[src/sv/mchc_pkg.sv]
// ----------------------------------------------------------------------------
// mchc_pkg
// Shared types, codes and defaults of the multi-click and hold classifier.
// ----------------------------------------------------------------------------
package mchc_pkg;

  localparam int TIME_BITS_DEF = 48;
  localparam int WIN_BITS      = 24;
  localparam int COUNT_BITS    = 6;
  localparam int CODE_BITS     = 8;

  localparam logic [WIN_BITS-1:0] CLICK_WIN_RST = 24'd150000;
  localparam logic [WIN_BITS-1:0] MULTI_WIN_RST = 24'd400000;

  localparam logic [COUNT_BITS-1:0] COUNT_MAX = 6'd63;

  localparam logic [CODE_BITS-1:0] CODE_NONE     = 8'h00;
  localparam logic [CODE_BITS-1:0] CODE_CLICK    = 8'h80;
  localparam logic [CODE_BITS-1:0] CODE_HOLD_ON  = 8'hC0;
  localparam logic [CODE_BITS-1:0] CODE_HOLD_OFF = 8'h40;

  localparam logic [1:0] BTN_RELEASE = 2'd0;
  localparam logic [1:0] BTN_PRESS   = 2'd1;

  localparam logic REG_CLICK_WIN = 1'b0;
  localparam logic REG_MULTI_WIN = 1'b1;

  typedef struct packed {
    logic press;
    logic release_ev;
  } evt_kind_t;

endpackage

[src/sv/mchc_front.sv]
// ----------------------------------------------------------------------------
// mchc_front
// Input stage: takes events and decodes them into press and release kinds.
// ----------------------------------------------------------------------------
module mchc_front #(
  parameter int TIME_BITS = mchc_pkg::TIME_BITS_DEF
) (
  input  logic                  clk,
  input  logic                  rst,
  input  logic                  in_valid,
  output logic                  in_ready,
  input  logic [TIME_BITS-1:0]  timestamp_us,
  input  logic                  is_button,
  input  logic [1:0]            button_value,
  output logic                  push,
  input  logic                  push_ready,
  output logic [TIME_BITS-1:0]  ev_time,
  output mchc_pkg::evt_kind_t   ev_kind
);

  logic stage_valid;

  assign in_ready = !stage_valid || push_ready;
  assign push     = stage_valid;

  always_ff @(posedge clk) begin
    if (rst) begin
      stage_valid <= 1'b0;
    end else if (in_ready) begin
      stage_valid <= in_valid;
    end
  end

  always_ff @(posedge clk) begin
    if (in_ready && in_valid) begin
      ev_time            <= timestamp_us;
      ev_kind.press      <= is_button && (button_value == mchc_pkg::BTN_PRESS);
      ev_kind.release_ev <= is_button && (button_value == mchc_pkg::BTN_RELEASE);
    end
  end

endmodule

[src/sv/mchc_queue.sv]
// ----------------------------------------------------------------------------
// mchc_queue
// Two-entry request queue between the decode stage and the classifier.
// ----------------------------------------------------------------------------
module mchc_queue #(
  parameter int DW = mchc_pkg::TIME_BITS_DEF + 2
) (
  input  logic          clk,
  input  logic          rst,
  input  logic          push,
  output logic          push_ready,
  input  logic [DW-1:0] push_data,
  output logic          pop_valid,
  input  logic          pop,
  output logic [DW-1:0] pop_data
);

  logic [DW-1:0] mem [2];
  logic          wptr;
  logic          rptr;
  logic [1:0]    count;
  logic          do_push;
  logic          do_pop;

  assign push_ready = (count != 2'd2);
  assign pop_valid  = (count != 2'd0);
  assign do_push    = push && push_ready;
  assign do_pop     = pop && pop_valid;
  assign pop_data   = mem[rptr];

  always_ff @(posedge clk) begin
    if (do_push) begin
      mem[wptr] <= push_data;
    end
  end

  always_ff @(posedge clk) begin
    if (rst) begin
      wptr  <= 1'b0;
      rptr  <= 1'b0;
      count <= 2'd0;
    end else begin
      if (do_push) wptr <= !wptr;
      if (do_pop) rptr <= !rptr;
      unique case ({do_push, do_pop})
        2'b10:   count <= count + 2'd1;
        2'b01:   count <= count - 2'd1;
        default: count <= count;
      endcase
    end
  end

  a_count_bound: assert property (@(posedge clk) disable iff (rst) count <= 2'd2)
    else $error("queue count beyond depth");
  a_ptr_gap: assert property (@(posedge clk) disable iff (rst)
    (count == 2'd1) |-> (wptr != rptr))
    else $error("queue pointers disagree with count");
  a_push_grows: assert property (@(posedge clk) disable iff (rst)
    (do_push && !do_pop) |=> (count == $past(count) + 2'd1))
    else $error("queue push lost");
  a_pop_shrinks: assert property (@(posedge clk) disable iff (rst)
    (do_pop && !do_push) |=> (count == $past(count) - 2'd1))
    else $error("queue pop lost");

endmodule

[src/sv/mchc_back.sv]
// ----------------------------------------------------------------------------
// mchc_back
// Classifier: timing windows, press counting and the output code register.
// ----------------------------------------------------------------------------
module mchc_back #(
  parameter int TIME_BITS = mchc_pkg::TIME_BITS_DEF
) (
  input  logic                                clk,
  input  logic                                rst,
  input  logic                                cfg_wen,
  input  logic                                cfg_idx,
  input  logic [mchc_pkg::WIN_BITS-1:0]       cfg_wdata,
  input  logic                                ev_valid,
  output logic                                ev_pop,
  input  logic [TIME_BITS-1:0]                ev_time,
  input  mchc_pkg::evt_kind_t                 ev_kind,
  output logic                                out_valid,
  input  logic                                out_ready,
  output logic [mchc_pkg::CODE_BITS-1:0]      trigger_code
);

  logic [mchc_pkg::WIN_BITS-1:0]   click_win;
  logic [mchc_pkg::WIN_BITS-1:0]   multi_win;
  logic [mchc_pkg::COUNT_BITS-1:0] press_count;
  logic [mchc_pkg::COUNT_BITS-1:0] press_count_next;
  logic [TIME_BITS-1:0]            last_press_time;
  logic [TIME_BITS-1:0]            last_press_time_next;
  logic                            tap_seen;
  logic                            tap_seen_next;
  logic                            hold_reported;
  logic                            hold_reported_next;
  logic [mchc_pkg::CODE_BITS-1:0]  held_code;
  logic [mchc_pkg::CODE_BITS-1:0]  held_code_next;
  logic [TIME_BITS-1:0]            delta;

  assign ev_pop       = ev_valid && (!out_valid || out_ready);
  assign trigger_code = held_code;

  always_comb begin
    press_count_next     = press_count;
    last_press_time_next = last_press_time;
    tap_seen_next        = tap_seen;
    hold_reported_next   = hold_reported;
    held_code_next       = held_code;
    if (ev_kind.press) begin
      last_press_time_next = ev_time;
      if (press_count != mchc_pkg::COUNT_MAX) press_count_next = press_count + 1'b1;
      held_code_next = mchc_pkg::CODE_NONE;
      tap_seen_next  = 1'b0;
    end
    delta = ev_time - last_press_time_next;
    if (press_count_next != '0) begin
      if (delta < TIME_BITS'(click_win)) begin
        if (ev_kind.release_ev) tap_seen_next = 1'b1;
      end else if (delta < TIME_BITS'(multi_win)) begin
        if (!tap_seen_next) begin
          if (!hold_reported_next) begin
            held_code_next     = mchc_pkg::CODE_HOLD_ON | {2'b00, press_count_next};
            hold_reported_next = 1'b1;
          end else begin
            held_code_next = mchc_pkg::CODE_NONE;
          end
          if (ev_kind.release_ev) begin
            held_code_next     = mchc_pkg::CODE_HOLD_OFF | {2'b00, press_count_next};
            press_count_next   = '0;
            hold_reported_next = 1'b0;
          end
        end
      end else begin
        if (tap_seen_next) begin
          held_code_next   = mchc_pkg::CODE_CLICK | {2'b00, press_count_next};
          tap_seen_next    = 1'b0;
          press_count_next = '0;
        end
        if (ev_kind.release_ev) begin
          held_code_next     = mchc_pkg::CODE_HOLD_OFF | {2'b00, press_count_next};
          press_count_next   = '0;
          hold_reported_next = 1'b0;
        end
      end
    end else begin
      held_code_next = mchc_pkg::CODE_NONE;
    end
  end

  always_ff @(posedge clk) begin
    if (rst) begin
      click_win <= mchc_pkg::CLICK_WIN_RST;
      multi_win <= mchc_pkg::MULTI_WIN_RST;
    end else if (cfg_wen) begin
      unique case (cfg_idx)
        mchc_pkg::REG_CLICK_WIN: click_win <= cfg_wdata;
        mchc_pkg::REG_MULTI_WIN: multi_win <= cfg_wdata;
        default:                 click_win <= click_win;
      endcase
    end
  end

  always_ff @(posedge clk) begin
    if (rst) begin
      out_valid       <= 1'b0;
      press_count     <= '0;
      last_press_time <= '0;
      tap_seen        <= 1'b0;
      hold_reported   <= 1'b0;
      held_code       <= mchc_pkg::CODE_NONE;
    end else begin
      if (ev_pop) begin
        out_valid       <= 1'b1;
        press_count     <= press_count_next;
        last_press_time <= last_press_time_next;
        tap_seen        <= tap_seen_next;
        hold_reported   <= hold_reported_next;
        held_code       <= held_code_next;
      end else if (out_ready) begin
        out_valid <= 1'b0;
      end
    end
  end

  a_code_held: assert property (@(posedge clk) disable iff (rst)
    !ev_pop |=> $stable(held_code) && $stable(press_count))
    else $error("state moved without an event");
  a_none_when_idle: assert property (@(posedge clk) disable iff (rst)
    (ev_pop && press_count_next == '0 && !ev_kind.release_ev) |=>
    (held_code == mchc_pkg::CODE_NONE || held_code[7]))
    else $error("code without press count");
  a_hold_off_clears: assert property (@(posedge clk) disable iff (rst)
    (ev_pop && held_code_next[7:6] == 2'b01) |=> (press_count == '0 && !hold_reported))
    else $error("hold-off left state behind");

endmodule

[src/sv/multi_click_hold_classifier_top.sv]
// ----------------------------------------------------------------------------
// multi_click_hold_classifier_top
// Throughput: one event per cycle while out_ready does not stall the output,
// one result per event; set by the combinational window compare and state
// update in the classifier.
// Reset: synchronous; clears counts, flags, code and queue, loads the default
// click window (150000 us) and multi-click window (400000 us).
// ----------------------------------------------------------------------------
module multi_click_hold_classifier_top #(
  parameter int TIME_BITS = mchc_pkg::TIME_BITS_DEF
) (
  input  logic                             clk,
  input  logic                             rst,
  input  logic                             cfg_wen,
  input  logic                             cfg_idx,
  input  logic [mchc_pkg::WIN_BITS-1:0]    cfg_wdata,
  input  logic                             in_valid,
  output logic                             in_ready,
  input  logic [TIME_BITS-1:0]             timestamp_us,
  input  logic                             is_button,
  input  logic [1:0]                       button_value,
  output logic                             out_valid,
  input  logic                             out_ready,
  output logic [mchc_pkg::CODE_BITS-1:0]   trigger_code
);

  localparam int DW = TIME_BITS + $bits(mchc_pkg::evt_kind_t);

  logic                 push;
  logic                 push_ready;
  logic [TIME_BITS-1:0] f_time;
  mchc_pkg::evt_kind_t  f_kind;
  logic                 q_valid;
  logic                 q_pop;
  logic [DW-1:0]        q_data;
  logic [TIME_BITS-1:0] b_time;
  mchc_pkg::evt_kind_t  b_kind;

  assign b_time = q_data[DW-1 -: TIME_BITS];
  assign b_kind = q_data[$bits(mchc_pkg::evt_kind_t)-1:0];

  mchc_front #(.TIME_BITS(TIME_BITS)) u_front (
    .clk          (clk),
    .rst          (rst),
    .in_valid     (in_valid),
    .in_ready     (in_ready),
    .timestamp_us (timestamp_us),
    .is_button    (is_button),
    .button_value (button_value),
    .push         (push),
    .push_ready   (push_ready),
    .ev_time      (f_time),
    .ev_kind      (f_kind)
  );

  mchc_queue #(.DW(DW)) u_queue (
    .clk        (clk),
    .rst        (rst),
    .push       (push),
    .push_ready (push_ready),
    .push_data  ({f_time, f_kind}),
    .pop_valid  (q_valid),
    .pop        (q_pop),
    .pop_data   (q_data)
  );

  mchc_back #(.TIME_BITS(TIME_BITS)) u_back (
    .clk          (clk),
    .rst          (rst),
    .cfg_wen      (cfg_wen),
    .cfg_idx      (cfg_idx),
    .cfg_wdata    (cfg_wdata),
    .ev_valid     (q_valid),
    .ev_pop       (q_pop),
    .ev_time      (b_time),
    .ev_kind      (b_kind),
    .out_valid    (out_valid),
    .out_ready    (out_ready),
    .trigger_code (trigger_code)
  );

endmodule
[config.mk]
export PLATFORM = sky130hd
export DESIGN_NAME = multi_click_hold_classifier_top
export DESIGN_NICKNAME = d
export VERILOG_FILES = /design/src/sv/mchc_pkg.sv /design/src/sv/mchc_front.sv /design/src/sv/mchc_queue.sv /design/src/sv/mchc_back.sv /design/src/sv/multi_click_hold_classifier_top.sv
export SDC_FILE = /design/constraint.sdc
export NUM_CORES = 1
export LEC_CHECK = 0
export BUFFER_PORTS_ARGS = -buffer_cell sky130_fd_sc_hd__clkbuf_2
export CAP_MARGIN = 10
export CORE_UTILIZATION = 35
export CTS_BUF_LIST = sky130_fd_sc_hd__clkbuf_4
export DETAILED_ROUTE_END_ITERATION = 6
export PLACE_DENSITY_LB_ADDON = 0.2
export SETUP_SLACK_MARGIN = 0.5
export SLEW_MARGIN = 20
export SYNTH_ARGS = -nofsm -noshare
export SYNTH_HDL_FRONTEND = slang
export SYNTH_SLANG_ARGS = --single-unit
[constraint.sdc]
create_clock -name clk -period 7.45 [get_ports clk]
set_clock_uncertainty 0.1 [all_clocks]
set_input_delay 0.3725 -clock clk [delete_from_list [all_inputs] [get_ports clk]]
set_output_delay 0.3725 -clock clk [all_outputs]
set_load 0.005 [all_outputs]
* Yosys cells after proc, flatten, opt, wreduce, memory -nomap -nowiden
Memories as Yosys holds them, arrays and structs flattened. A register that Yosys moved wholly into a read port is not among the register bits.
Index checks and enable logic that the tools add are counted.
W data, S select, Z words.
** Operators by class
- $add $sub $neg :: 4
- $lt $le $gt $ge :: 2
- Eq/ne operators :: 6
- Multiplexer cells :: 35
- Bitwise gates (word level) :: 2
- Reductions and logical operators :: 21
** Operators by type and width (number)
- $lt A48 B24 Y1 :: 2
- $mux W8 :: 9
- $mux W6 :: 9
- $mux W48 :: 1
- $sub A48 B48 Y48 :: 1
- $mux W1 :: 15
- $reduce_bool A2 Y1 :: 4
- $add A6 B1 Y6 const B :: 1
- $logic_and A1 B1 Y1 :: 6
- $ne A6 B6 Y1 const B :: 1
- $reduce_bool A6 Y1 :: 1
- $reduce_and A5 Y1 :: 1
- $eq A2 B1 Y1 const B :: 2
- $logic_not A1 Y1 :: 4
- $ne A2 B2 Y1 const B :: 2
- $pmux W2 S2 :: 1
- $reduce_and A2 Y1 :: 2
- $add A2 B1 Y2 const B :: 1
- $eq A2 B2 Y1 const B :: 1
- $logic_not A2 Y1 :: 1
- $logic_or A1 B1 Y1 :: 2
- $not A1 Y1 :: 2
- $sub A2 B1 Y2 const B :: 1
** Word-level totals
- Flip-flop bits (word level) :: 168
- Bits in writable memories :: 100
- Input bits :: 81
- Logic and storage cells :: 86
- Memories :: 1
** Memory list
- u_queue.mem :: depth 2, width 50, rd ports 1, clocked after Yosys merged registers in 1, wr ports 1, RTL line mchc_queue.sv:18 : logic [DW-1:0] mem [2];

* Logic depth before layout (Yosys ltp)
Gate-level depths: netlist of run 1.
- Depth in word-level cells :: 9
- Gate-level depth with buffers :: 30
- Mapped depth without buffers :: 27

* Hierarchy
Synthesis of run 1 repeated with hierarchy kept, for this count alone.
** Second synthesis, totals
- Cells, all modules :: 1467
- Area, all modules :: 14736.6 um^2
** Modules (own cells, without submodules)
- mchc_back :: instances 1, cells each 1230, area each 9346.5 um^2, seq. area each 2262.2 um^2
- mchc_queue :: instances 1, cells each 180, area each 3817.4 um^2, seq. area each 3103.0 um^2
- mchc_front :: instances 1, cells each 57, area each 1572.8 um^2, seq. area each 1521.5 um^2

* Worst setup path before layout of run 1
No wires, ideal clock.
- Path kind :: reg2reg
- Start :: reg (tool-made name)
- End :: reg u_back.hold_reported
- Library setup time :: 0.074 ns
- Arrival :: 5.415 ns
- Data required time :: 7.276 ns
- Setup slack :: 1.861 ns
- Cell stages (with the launch flop) :: 25
- Buffers on the path :: 3
- Period minus slack after synthesis :: 5.589 ns
- Cells stage by stage :: dfxtp_1 > clkbuf_8 > mux2_2 > clkbuf_1 > clkbuf_1 > mux2i_1 > ha_1 > nor2_1 > a211o_1 > and2_0 > o21ai_0 > a21oi_1 > o21bai_1 > a21oi_1 > xnor2_1 > ha_1 > nor2b_1 > o21ai_0 > nand2b_1 > a21oi_1 > o21ai_0 > nor4b_1 > nand4_2 > or4_1 > a31oi_1
** RTL lines
- to (signal assigned) :: RTL line mchc_back.sv:113 : hold_reported <= hold_reported_next;
- to (decl) :: RTL line mchc_back.sv:30 : logic hold_reported;

==> results of run 1 <==
logic make-up (layout without fill, tap and decap cells):
group                      Yosys count  count (layout)  share of synthesized area (%)
adders and majority gates           96              96                           8.06
muxes                              102             102                           7.22
xor gates and xnor gates            36              36                           2.10
DFF                                269             269                           45.9
AOI/OAI and AO/OA                  404             404                           16.9
other                                0               1                              0
and+or+nand+nor                    496             496                           15.6
buffers and inverters              142             383                           4.30
placed cells by master, fill, tap and decap left out, drive strengths merged, types with 19 or more instances in the layout:
master,count
a21o,21
a21oi,185
clkbuf,209
dfxtp,119
dlygate4sd3,79
edfxtp,150
ha,95
inv,66
mux2,49
mux2i,53
nand2,185
nand3,19
nand4,29
nor2,162
o21ai,87
xnor2,24
per-stage QoR:
stage	util, %	worst slack [ns]	hold slack, ns	power (mW)
2_1_floorplan	-	1.86	0.321	4.87
3_3_place_gp	37.6	1.04	0.325	5.85
3_5_place_dp	37.6	0.913	0.330	5.87
4_1_cts	41.9	0.874	0.0106	7.41
5_1_grt	41.9	0.768	0.0789	7.97
6_report	41.9	1.21	0.107	7.34
registers in the layout, indices dropped and copies added (netlist names), named ones only:
signal	count
u_front.ev_time	48
u_queue.mem	100
u_back.last_press_time	48
u_queue.count	2
u_front.ev_kind	2
u_back.hold_reported	1
u_back.multi_win	24
u_front.push	1
u_queue.wptr	1
u_back.press_count	6
u_back.tap_seen	1
u_back.out_valid	1
u_back.trigger_code	8
u_queue.rptr	1
u_back.click_win	24
power groups by stage:
stage                     Clock [mW]  Sequential (mW)  Combinational, mW
after floorplan                    0             1.81               3.06
after global routing            1.58             1.83               4.55
after detailed placement           0             1.85               4.03
after global placement             0             1.84               4.01
after CTS                       1.51             1.82               4.08
final                           1.44             1.81               4.09
routing by layer:
metal / vias to the layer above / global-route usage [%]
li1: 6034 / -
met1: 5657 / 25.3
met2: 285 / 28.7
met3: 68 / 3.82
met4: 0 / 7.25
met5: - / 0
layout make-up:
cell class                      instances  area [um^2]
Antenna cell                            1         2.50
Clock buffer                          120          901
Clock inverter                         19          126
Fill cell                            4204        24500
Inverter                               65          244
Multi-Input combinational cell       1134         7490
Sequential cell                       269         6890
Tap cell                              539          674
Timing Repair Buffer                  179         1330
worst max-delay path, cell delays in order (launching register included):
cell,delay [ns]
dfxtp_2,0.52
buf_4,0.50
mux2_2,0.44
mux2i_1,0.22
ha_1,0.41
a21oi_1,0.27
o21ai_0,0.17
a21oi_1,0.26
o21ai_0,0.22
or2_2,0.38
xor2_1,0.18
ha_1,0.32
nand4_1,0.10
nor2_1,0.23
o311ai_0,0.19
nand2_1,0.19
nor3b_1,0.08
nand4_2,0.14
nand2_1,0.12
nor3_1,0.81
a32o_2,0.29
worst paths after layout:
path,start,end,depth (start not counted)
min reg2reg,u_front.ev_time[23]$_DFFE_PP_,u_queue.mem[0][25]$_DFFE_PP_,0
min,cfg_idx,u_back.click_win[9]$_SDFFE_PP0P_,5
max,flip-flop,u_back.trigger_code[7]$_SDFFE_PP0P_,20
max reg2reg,flip-flop,u_back.trigger_code[7]$_SDFFE_PP0P_,20
timing repair:
action	4_1_cts	5_1_grt
hold buffers	79	0
setup buffers	0	0
hold endpoints to repair	119	0
gates resized for setup	0	1
setup endpoints to repair	0	3
==> results.sh, run 1 <==
export IMPL_p_sw_mw=3.27
export IMPL_nNetsFinal=1904
export IMPL_critical_path_class="reg -> reg"
export IMPL_crit_required_ns=8.06
export IMPL_peakVddDrop_uv=178
export IMPL_dr_first_iter_drc_count=667
export IMPL_ys_seq_area_share_pct=45.9
export IMPL_dr_total_vias=12000
export IMPL_cts_tree="built"
export IMPL_post_place_cells=2107
export IMPL_yosys_area_top_type="edfxtp_1"
export IMPL_dp_hpwl_um=28000
export IMPL_synthTopCellsByArea="edfxtp_1 (30%), dfxtp_1 (16%), ha_1 (7.9%), a21oi_1 (6.1%), nand2_1 (4.6%)"
export IMPL_ys_warn_count=0
export IMPL_status="finished, final reports clean"
export IMPL_clkTransAtPathRegs_ns=0.06
export IMPL_h_tree_depth=3
export IMPL_root_buffer="clkbuf_4"
export IMPL_p_leak_nw=6.85
export IMPL_antenna_found_initial=1
export IMPL_synth_seq_cells=269
export IMPL_layout_drive_gt1_share_pct=17.5
export IMPL_start_kind="flip-flop"
export IMPL_min_path_type="in -> reg"
export IMPL_top_layer="met4"
export IMPL_grt_overflow=0
export IMPL_dieArea_um2=43700
export IMPL_seq_power_share_pct=24.7
export IMPL_post_synth_cell_area_avg_um2=9.71
export IMPL_die_width_um=209
export IMPL_drt_pass1_iter_count=5
export IMPL_synth_area_um2=15000
export IMPL_synth_commonest_cells="a21oi_1 (182), nand2_1 (182), nor2_1 (162)"
export IMPL_fin_cells=2326
export IMPL_numPortBuffers=90
export IMPL_route_met3_wl_um=1770
export IMPL_min_period_ns=6.24
export IMPL_rsz0062_at_grt="no"
export IMPL_die_y_um=209
export IMPL_setup_violations_final=0
export IMPL_async_reset_ff_share_pct=0
export IMPL_clkPwrFrac_pct=19.6
export IMPL_synthFlopType="edfxtp_1"
export IMPL_netlist_area_leader_share_pct=30.0
export IMPL_gp_congestion=0.895
export IMPL_clk_latency_ns=0.78
export IMPL_max_slew_margin_pct=28.5
export IMPL_report_final_slew_viol_count=0
export IMPL_synth_distinct_cells=88
export IMPL_power_density_nw_per_um2=416
export IMPL_routed_via_density=5.18
export IMPL_power_combinational_fraction_pct=55.7
export IMPL_initial_core_util_pct=35.6
export IMPL_synth_edf_count=150
export IMPL_grt_max_degree=100
export IMPL_numCtsBuffers=78
export IMPL_swShare_pct=44.5
export IMPL_met1_length_um=19400
export IMPL_p_int_mw=4.07
export IMPL_area_growth_pct=17.7
export IMPL_core_um2=42100
export IMPL_fin_area_um2=17700
export IMPL_synthCells=1545
export IMPL_grt_pass1_vias=11700
export IMPL_period_share_pct=83.8
export IMPL_r2r_slack_ns=1.21
export IMPL_tightestPinTransition_ns=1.07
export IMPL_clock_path_buffers=3
export IMPL_antenna_left=0
export IMPL_worstPathMaxFanout=38
export IMPL_hold_viol=0
export IMPL_drc_errors=0
export IMPL_cp_arrival_ns=6.86
export IMPL_syn_num_nets=1722
export IMPL_critPathCaptureType="flip-flop"
export IMPL_grt_pass1_wl_um=63600
export IMPL_fmax_mhz=160
export IMPL_clock_sinks=269
export IMPL_grt_usage_pct=18.5
export IMPL_drv_cap=0
export IMPL_met2_length_um=17500
export IMPL_setup_tns_ns=0
export IMPL_place_area_um2=15800
export IMPL_rows=75
export IMPL_wl_per_cell_um=17.0
export IMPL_io_pins=91
export IMPL_drt_wl_total_um=39600
No activity file was read; power rests on OpenSTA's default activity.
==> run 2: changes to the inputs <==
--- a/config.mk
+++ b/config.mk
@@ -5,6 +5,7 @@
 export SDC_FILE = /design/constraint.sdc
 export NUM_CORES = 1
 export LEC_CHECK = 0
+export ABC_AREA = 1
 export BUFFER_PORTS_ARGS = -buffer_cell sky130_fd_sc_hd__clkbuf_2
 export CAP_MARGIN = 10
 export CORE_UTILIZATION = 35
==> constraint.sdc (replaced) <==
create_clock -name clk -period 5.05 [get_ports clk]
set_clock_uncertainty 0.1 [all_clocks]
set_input_delay 0.2525 -clock clk [delete_from_list [all_inputs] [get_ports clk]]
set_output_delay 0.2525 -clock clk [all_outputs]
set_load 0.005 [all_outputs]
==> results.sh, run 2 <==
export IMPL_grt_usage_pct=19.6
export IMPL_clock_sinks=269
export IMPL_initial_core_util_pct=35.8
export IMPL_antenna_left=0
export IMPL_dr_first_iter_drc_count=828
export IMPL_ys_warn_count=0
export IMPL_layout_drive_gt1_share_pct=18.8
export IMPL_synth_seq_cells=269
export IMPL_start_kind="flip-flop"
export IMPL_setup_tns_ns=0
export IMPL_synthTopCellsByArea="edfxtp_1 (28%), nand2_1 (16%), dfxtp_1 (15%), inv_1 (7.7%), ha_1 (7.4%)"
export IMPL_drc_errors=0
export IMPL_synth_area_um2=16000
export IMPL_rsz0062_at_grt="no"
export IMPL_drt_wl_total_um=45900
export IMPL_grt_pass1_wl_um=72100
export IMPL_netlist_area_leader_share_pct=28.1
export IMPL_synth_commonest_cells="nand2_1 (689), inv_1 (330), edfxtp_1 (150)"
export IMPL_regMostFlops="u_queue.mem"
export IMPL_r2r_slack_ns=0.66
export IMPL_synth_edf_count=150
export IMPL_dr_total_vias=14900
export IMPL_drt_pass1_iter_count=5
export IMPL_antenna_found_initial=2
export IMPL_grt_max_degree=70
export IMPL_worstPathMaxFanout=8
export IMPL_multi_input_area_um2=8290
export IMPL_setup_violations_final=0
export IMPL_cp_num_buf_inv=5
export IMPL_gp_congestion=0.916
export IMPL_nFillCells=4545
export IMPL_layout_commonest_cell="nand2_1"
export IMPL_tightestPinTransition_ns=1.10
export IMPL_area_sequential_um2=6890
export IMPL_wl_per_cell_um=14.7
export IMPL_grt_pass1_vias=14200
export IMPL_synth_distinct_cells=47
export IMPL_status="finished, final reports clean"
export IMPL_grt_overflow=0
export IMPL_largest_register_ffs=100
export IMPL_numCtsBuffers=80
export IMPL_h_tree_depth=3
export IMPL_layout_common_cells="nand2_1 (662), inv_1 (327), edfxtp_1 (150), dlygate4sd3_1 (140), clkbuf_4 (119)"
export IMPL_min_period_ns=4.39
export IMPL_max_slew_margin_pct=26.2
export IMPL_async_reset_ff_share_pct=0
export IMPL_area_growth_pct=30.5
export IMPL_crit_path_frequent_cell="nand2_1"
export IMPL_yosys_area_top_type="edfxtp_1"
export IMPL_cpLargestDelayFamily="simple AND/OR/NAND/NOR gates"
export IMPL_syn_num_nets=2312
export IMPL_critPathCaptureType="flip-flop"
export IMPL_core_um2=44700
export IMPL_post_synth_cell_area_avg_um2=7.50
export IMPL_crit_required_ns=5.67
export IMPL_hold_viol=0
export IMPL_rows=77
export IMPL_cts_tree="built"
export IMPL_synthCells=2135
export IMPL_ys_seq_area_share_pct=43.0
export IMPL_clock_path_buffers=3
export IMPL_cpPeakStageDelay_ns=0.42
export IMPL_dp_hpwl_um=32700
export IMPL_report_final_slew_viol_count=0
export IMPL_crit_slowest_cell="dfxtp_4"
export IMPL_clk_latency_ns=0.82
export IMPL_synthFlopType="edfxtp_1"
export IMPL_die_y_um=216
export IMPL_numPortBuffers=90
export IMPL_io_pins=91
export IMPL_clkTransAtPathRegs_ns=0.08
export IMPL_routed_via_density=4.75
export IMPL_cp_arrival_ns=5.01
export IMPL_period_share_pct=86.9
export IMPL_yosysMostFrequentCell="nand2_1"
export IMPL_dieArea_um2=46600
export IMPL_min_path_type="in -> reg"
export IMPL_fmax_mhz=228
export IMPL_die_width_um=216
export IMPL_nNetsFinal=2646
export IMPL_drv_cap=0
export IMPL_critical_path_class="reg -> reg"
export IMPL_top_regs="u_queue.mem: 100 flops, u_back.last_press_time: 48 flops, u_front.ev_time: 48 flops"
export IMPL_root_buffer="clkbuf_4"
==> run 2: changes by cell type in the layout (fill, tap and decap cells not counted), moves of 48 or more <==
cell	delta
a21oi_1	-68
buf_4	+55
dlygate4sd3_1	+61
inv_1	+263
mux2_2	-48
mux2i_1	-52
nand2_1	+480
nand3_1	+96
nor2_1	-58
o211ai_1	+53
==> run 2: area by class of cell <==
| class | instances | share of cell area, % |
|---|---|---|
| inverter | 340 | 6.19 |
| clock buffer | 119 | 4.28 |
| antenna | 4 | 0.0479 |
| tap | 592 | 3.55 |
| timing repair buffer | 309 | 12.4 |
| multi-input combinational | 1469 | 39.7 |
| sequential | 269 | 33.0 |
| clock inverter | 29 | 0.869 |
==> run 2: cells by family after synthesis <==
group	synth area share (%)
compound gates	11.7
xor+xnor	1.31
fa+ha+maj	7.55
buf+inv	9.39
flops	43.0
mux	0.0626
simple gates	27.0
==> run 2: repair_timing <==
action	in CTS	in global routing
hold buffers	140	0
hold endpoints to repair	117	0
pin swaps	3	56
setup endpoints to repair	16	16
resized for setup	7	176
cloned	0	6
buffers inserted	2	27
==> run 2: worst paths after layout <==
kind,cells after the start,from,to
worst max-delay path,25,flip-flop,u_back.press_count[5]$_SDFFE_PP0P_
worst min-delay path,2,timestamp_us[34],u_front.ev_time[34]$_DFFE_PP_
worst max register to register,25,flip-flop,u_back.press_count[5]$_SDFFE_PP0P_
worst min register to register,1,u_queue.rptr$_SDFFE_PP0P_,flip-flop
==> run 2: layer usage <==
layer	up-vias	wire, um	GRT usage [%]
met4	0	1210	8.53
met2	345	20700	31.6
li1	7658	-	-
met3	66	2140	3.65
met1	6812	21800	25.6
met5	-	0	0
==> run 2: worst reg2reg max path, delay by kind of cell (launching register included) <==
kind	cells	cell delay [ns]
AND/OR/NAND/NOR	13	1.52
XOR/XNOR	1	0.28
flip-flops	1	0.42
buffers and inverters	5	0.60
AO/OA/AOI/OAI	4	0.77
adder cells (fa/ha/maj)	2	0.56
==> run 2: metrics by stage <==
step	cell area [um^2]	utilization (%)	instances	hold slack [ns]	setup slack (ns)
2_1_floorplan	16000	-	2135	0.251	0.889
3_3_place_gp	17400	38.8	2804	0.326	0.117
3_5_place_dp	17400	38.8	2804	0.331	0.0817
4_1_cts	19900	44.5	3094	0.000375	0.516
5_1_grt	20900	46.7	3131	0.0245	0.451
6_report	20900	46.7	3131	0.0870	0.664
Power of run 2 is left out: the tool's default activity adds up to more than one toggle a clock period on the data nets, which glitch-free logic cannot reach.
==> run 3: changes to the inputs <==
--- a/config.mk
+++ b/config.mk
@@ -16,4 +16,5 @@
 export SLEW_MARGIN = 20
 export SYNTH_ARGS = -nofsm -noshare
 export SYNTH_HDL_FRONTEND = slang
+export SYNTH_HIERARCHICAL = 1
 export SYNTH_SLANG_ARGS = --single-unit
==> constraint.sdc (replaced) <==
create_clock -name clk -period 5.69 [get_ports clk]
set_clock_uncertainty 0.1 [all_clocks]
set_input_delay 0.2845 -clock clk [delete_from_list [all_inputs] [get_ports clk]]
set_output_delay 0.2845 -clock clk [all_outputs]
set_load 0.005 [all_outputs]
==> results.sh, run 3 <==
export IMPL_status="finished with violations"
export IMPL_violations="design-rule violations"
export IMPL_dr_total_vias=13100
export IMPL_gp_congestion=0.941
export IMPL_clock_path_buffers=3
export IMPL_grt_max_degree=66
export IMPL_initial_core_util_pct=35.4
export IMPL_drt_wl_total_um=40500
export IMPL_numPortBuffers=90
export IMPL_die_y_um=216
export IMPL_regMostFlops="u_queue/mem"
export IMPL_synth_top_family_by_area="simple AND/OR/NAND/NOR gates"
export IMPL_cp_arrival_ns=5.26
export IMPL_netlist_area_leader_share_pct=28.0
export IMPL_crit_required_ns=6.18
export IMPL_ys_warn_count=6
export IMPL_yosys_area_top_type="edfxtp_1"
export IMPL_numCtsBuffers=78
export IMPL_root_buffer="clkbuf_4"
export IMPL_report_final_slew_viol_count=0
export IMPL_drv_cap=0
export IMPL_peakVddDrop_uv=264
export IMPL_synth_simple_gate_area_share_pct=21.7
export IMPL_dr_first_iter_drc_count=668
export IMPL_antenna_found_initial=1
export IMPL_area_growth_pct=19.2
export IMPL_clkTransAtPathRegs_ns=0.07
export IMPL_holdPathStages=2
export IMPL_antenna_left=0
export IMPL_synthTopCellsByArea="edfxtp_1 (28%), dfxtp_1 (15%), nand2_1 (12%), ha_1 (7.5%), inv_1 (7.0%)"
export IMPL_start_kind="flip-flop"
export IMPL_nFillCells=4697
export IMPL_use_met1_pct=24.0
export IMPL_dieArea_um2=46800
export IMPL_dp_hpwl_um=30600
export IMPL_max_slew_margin_pct=38.5
export IMPL_synth_seq_cells=269
export IMPL_async_reset_ff_share_pct=0
export IMPL_core_um2=45400
export IMPL_drt_pass1_iter_count=7
export IMPL_ys_seq_area_share_pct=42.8
export IMPL_yosysMostFrequentCell="nand2_1"
export IMPL_power_density_nw_per_um2=356
export IMPL_use_met3_pct=3.30
export IMPL_synth_edf_count=150
export IMPL_synthCells=1961
export IMPL_min_path_type="in -> reg"
export IMPL_tightestPinTransition_ns=0.922
export IMPL_h_tree_depth=3
export IMPL_post_synth_cell_area_avg_um2=8.20
export IMPL_fmax_mhz=210
export IMPL_synth_mux_area_fraction_pct=7.59
export IMPL_routed_via_density=4.61
export IMPL_drc_errors=2
export IMPL_min_period_ns=4.77
export IMPL_layout_drive_gt1_share_pct=15.9
export IMPL_wl_per_cell_um=14.2
export IMPL_synth_compound_area_share_pct=9.59
export IMPL_clk_latency_ns=0.78
export IMPL_layout_common_cells="nand2_1 (533), inv_1 (302), nor2_1 (158), edfxtp_1 (150), dfxtp_1 (118)"
export IMPL_top_regs="u_queue/mem: 100 flops, u_back/last_press_time: 48 flops, u_front/ev_time: 48 flops"
export IMPL_grt_pass1_wl_um=65500
export IMPL_critical_path_class="reg -> reg"
export IMPL_p_leak_nw=8.98
export IMPL_layout_commonest_cell="nand2_1"
export IMPL_ff2ff_path_depth=23
export IMPL_grt_overflow=0
export IMPL_synthAdderAreaFrac_pct=7.59
export IMPL_fin_util_pct=42.3
export IMPL_rows=78
export IMPL_critPathCaptureType="flip-flop"
export IMPL_busiest_layer="met2"
export IMPL_synth_distinct_cells=45
export IMPL_area_sequential_um2=6890
export IMPL_nNetsFinal=2368
export IMPL_period_share_pct=83.8
export IMPL_setup_tns_ns=0
export IMPL_grtUsageMet2_pct=27.6
export IMPL_die_width_um=216
export IMPL_clock_sinks=269
export IMPL_multi_input_area_um2=7740
export IMPL_synth_area_um2=16100
export IMPL_rsz0062_at_grt="no"
export IMPL_synth_commonest_cells="nand2_1 (533), inv_1 (302), nor2_1 (161)"
export IMPL_io_pins=91
export IMPL_grt_usage_pct=17.7
export IMPL_setup_violations_final=0
export IMPL_worstPathMaxFanout=26
export IMPL_largest_register_ffs=100
export IMPL_synth_xor_area_share_pct=1.36
export IMPL_synthFlopType="edfxtp_1"
export IMPL_grt_pass1_vias=12700
export IMPL_syn_num_nets=2139
export IMPL_hold_viol=0
export IMPL_cts_tree="built"
run 3: cell types whose count changed in the layout (fill, tap and decap cells not counted), moves of 17 or more:
| cell | previous run | this run |
|---|---|---|
| o21ai_0 | 79 | 62 |
| buf_4 | 65 | 13 |
| nand2_1 | 662 | 533 |
| inv_1 | 327 | 302 |
| ha_1 | 72 | 96 |
| nor2_1 | 103 | 158 |
| o211ai_1 | 63 | 15 |
| nand3_1 | 115 | 58 |
| mux2i_1 | 1 | 47 |
| a211oi_1 | 1 | 47 |
| dlygate4sd3_1 | 140 | 92 |
| nand2_2 | 34 | 15 |
| o21ai_2 | 21 | 0 |
| mux2_4 | 0 | 49 |
run 3: per-stage QoR:
| stage | instances | hold slack, ns | total power [mW] | setup WS (ns) | area (um^2) |
|---|---|---|---|---|---|
| finish | 2853 | 0.110 | 6.83 | 0.922 | 19200 |
| global route | 2853 | 0.0310 | 7.40 | 0.492 | 19200 |
| CTS | 2850 | 0.000791 | 6.93 | 0.542 | 19100 |
| detailed placement | 2615 | 0.331 | 4.87 | 0.450 | 17100 |
| global placement | 2615 | 0.326 | 4.83 | 0.559 | 17100 |
| floorplan | 1961 | 0.247 | 4.19 | 0.917 | 16100 |
run 3: final timing paths:
path | from | end | slack [ns]
worst min register to register | u_front/ev_time[44]$_DFFE_PP_ | u_queue/mem[0][46]$_DFFE_PP_ | 0.34
worst min-delay path | timestamp_us[45] | u_front/ev_time[45]$_DFFE_PP_ | 0.11
worst max-delay path | flip-flop | u_back/press_count[1]$_SDFFE_PP0P_ | 0.92
worst max register to register | flip-flop | u_back/press_count[1]$_SDFFE_PP0P_ | 0.92
run 3: power by group:
| part | switching, mW | internal (mW) |
|---|---|---|
| clock network | 0.836 | 1.11 |
| registers | 0.0648 | 2.22 |
| logic | 1.66 | 0.945 |
| total | 2.56 | 4.27 |
run 3: metal layers:
metal	vias to the layer above	wire length, um
met5	-	0
met1	5942	20000
met4	0	980
li1	6908	-
met2	237	17800
met3	62	1680
run 3: worst max-delay path: stages, from the launching register on:
cell and delay, ns:
dfxtp_4 0.40, mux2_8 0.49, o21ai_0 0.25, ha_1 0.18, inv_1 0.09, fa_1 0.46, nand3_1 0.10, nand3_1 0.12
nand2_1 0.12, nand2_1 0.13, nand2_1 0.09, nand2_1 0.13, xor2_2 0.21, ha_1 0.29, nand2_1 0.04, or3_1 0.34
a21oi_1 0.25, nor2_4 0.09, nand3_4 0.17, nor2_2 0.05, nor2_2 0.18, nand2_2 0.12, nand2_1 0.07, a21oi_1 0.05
run 3: area by class of cell:
cell class | count | share of cell area (%)
sequential | 269 | 35.9
inverter | 323 | 6.32
clock buffer | 114 | 4.46
multi-input combinational | 1321 | 40.4
clock inverter | 28 | 1.19
antenna | 1 | 0.0130
tap | 600 | 3.91
timing repair buffer | 197 | 7.80
run 3: cells by family (layout without fill, tap and decap cells):
| group | Yosys count | after routing |
|---|---|---|
| compound gates | 266 | 266 |
| xor+xnor | 25 | 25 |
| fa+ha+maj | 97 | 97 |
| buf+inv | 371 | 662 |
| flops | 269 | 269 |
| mux | 97 | 97 |
| other cells | 0 | 1 |
| simple gates | 836 | 836 |
run 3: what timing repair did:
| item | in CTS | in global routing |
|---|---|---|
| endpoints found under the hold margin | 114 | 0 |
| hold buffers | 92 | 0 |
| setup buffers | 1 | 2 |
| gates resized for setup | 1 | 4 |
| pin swaps | 0 | 0 |
| setup endpoints to repair | 7 | 15 |
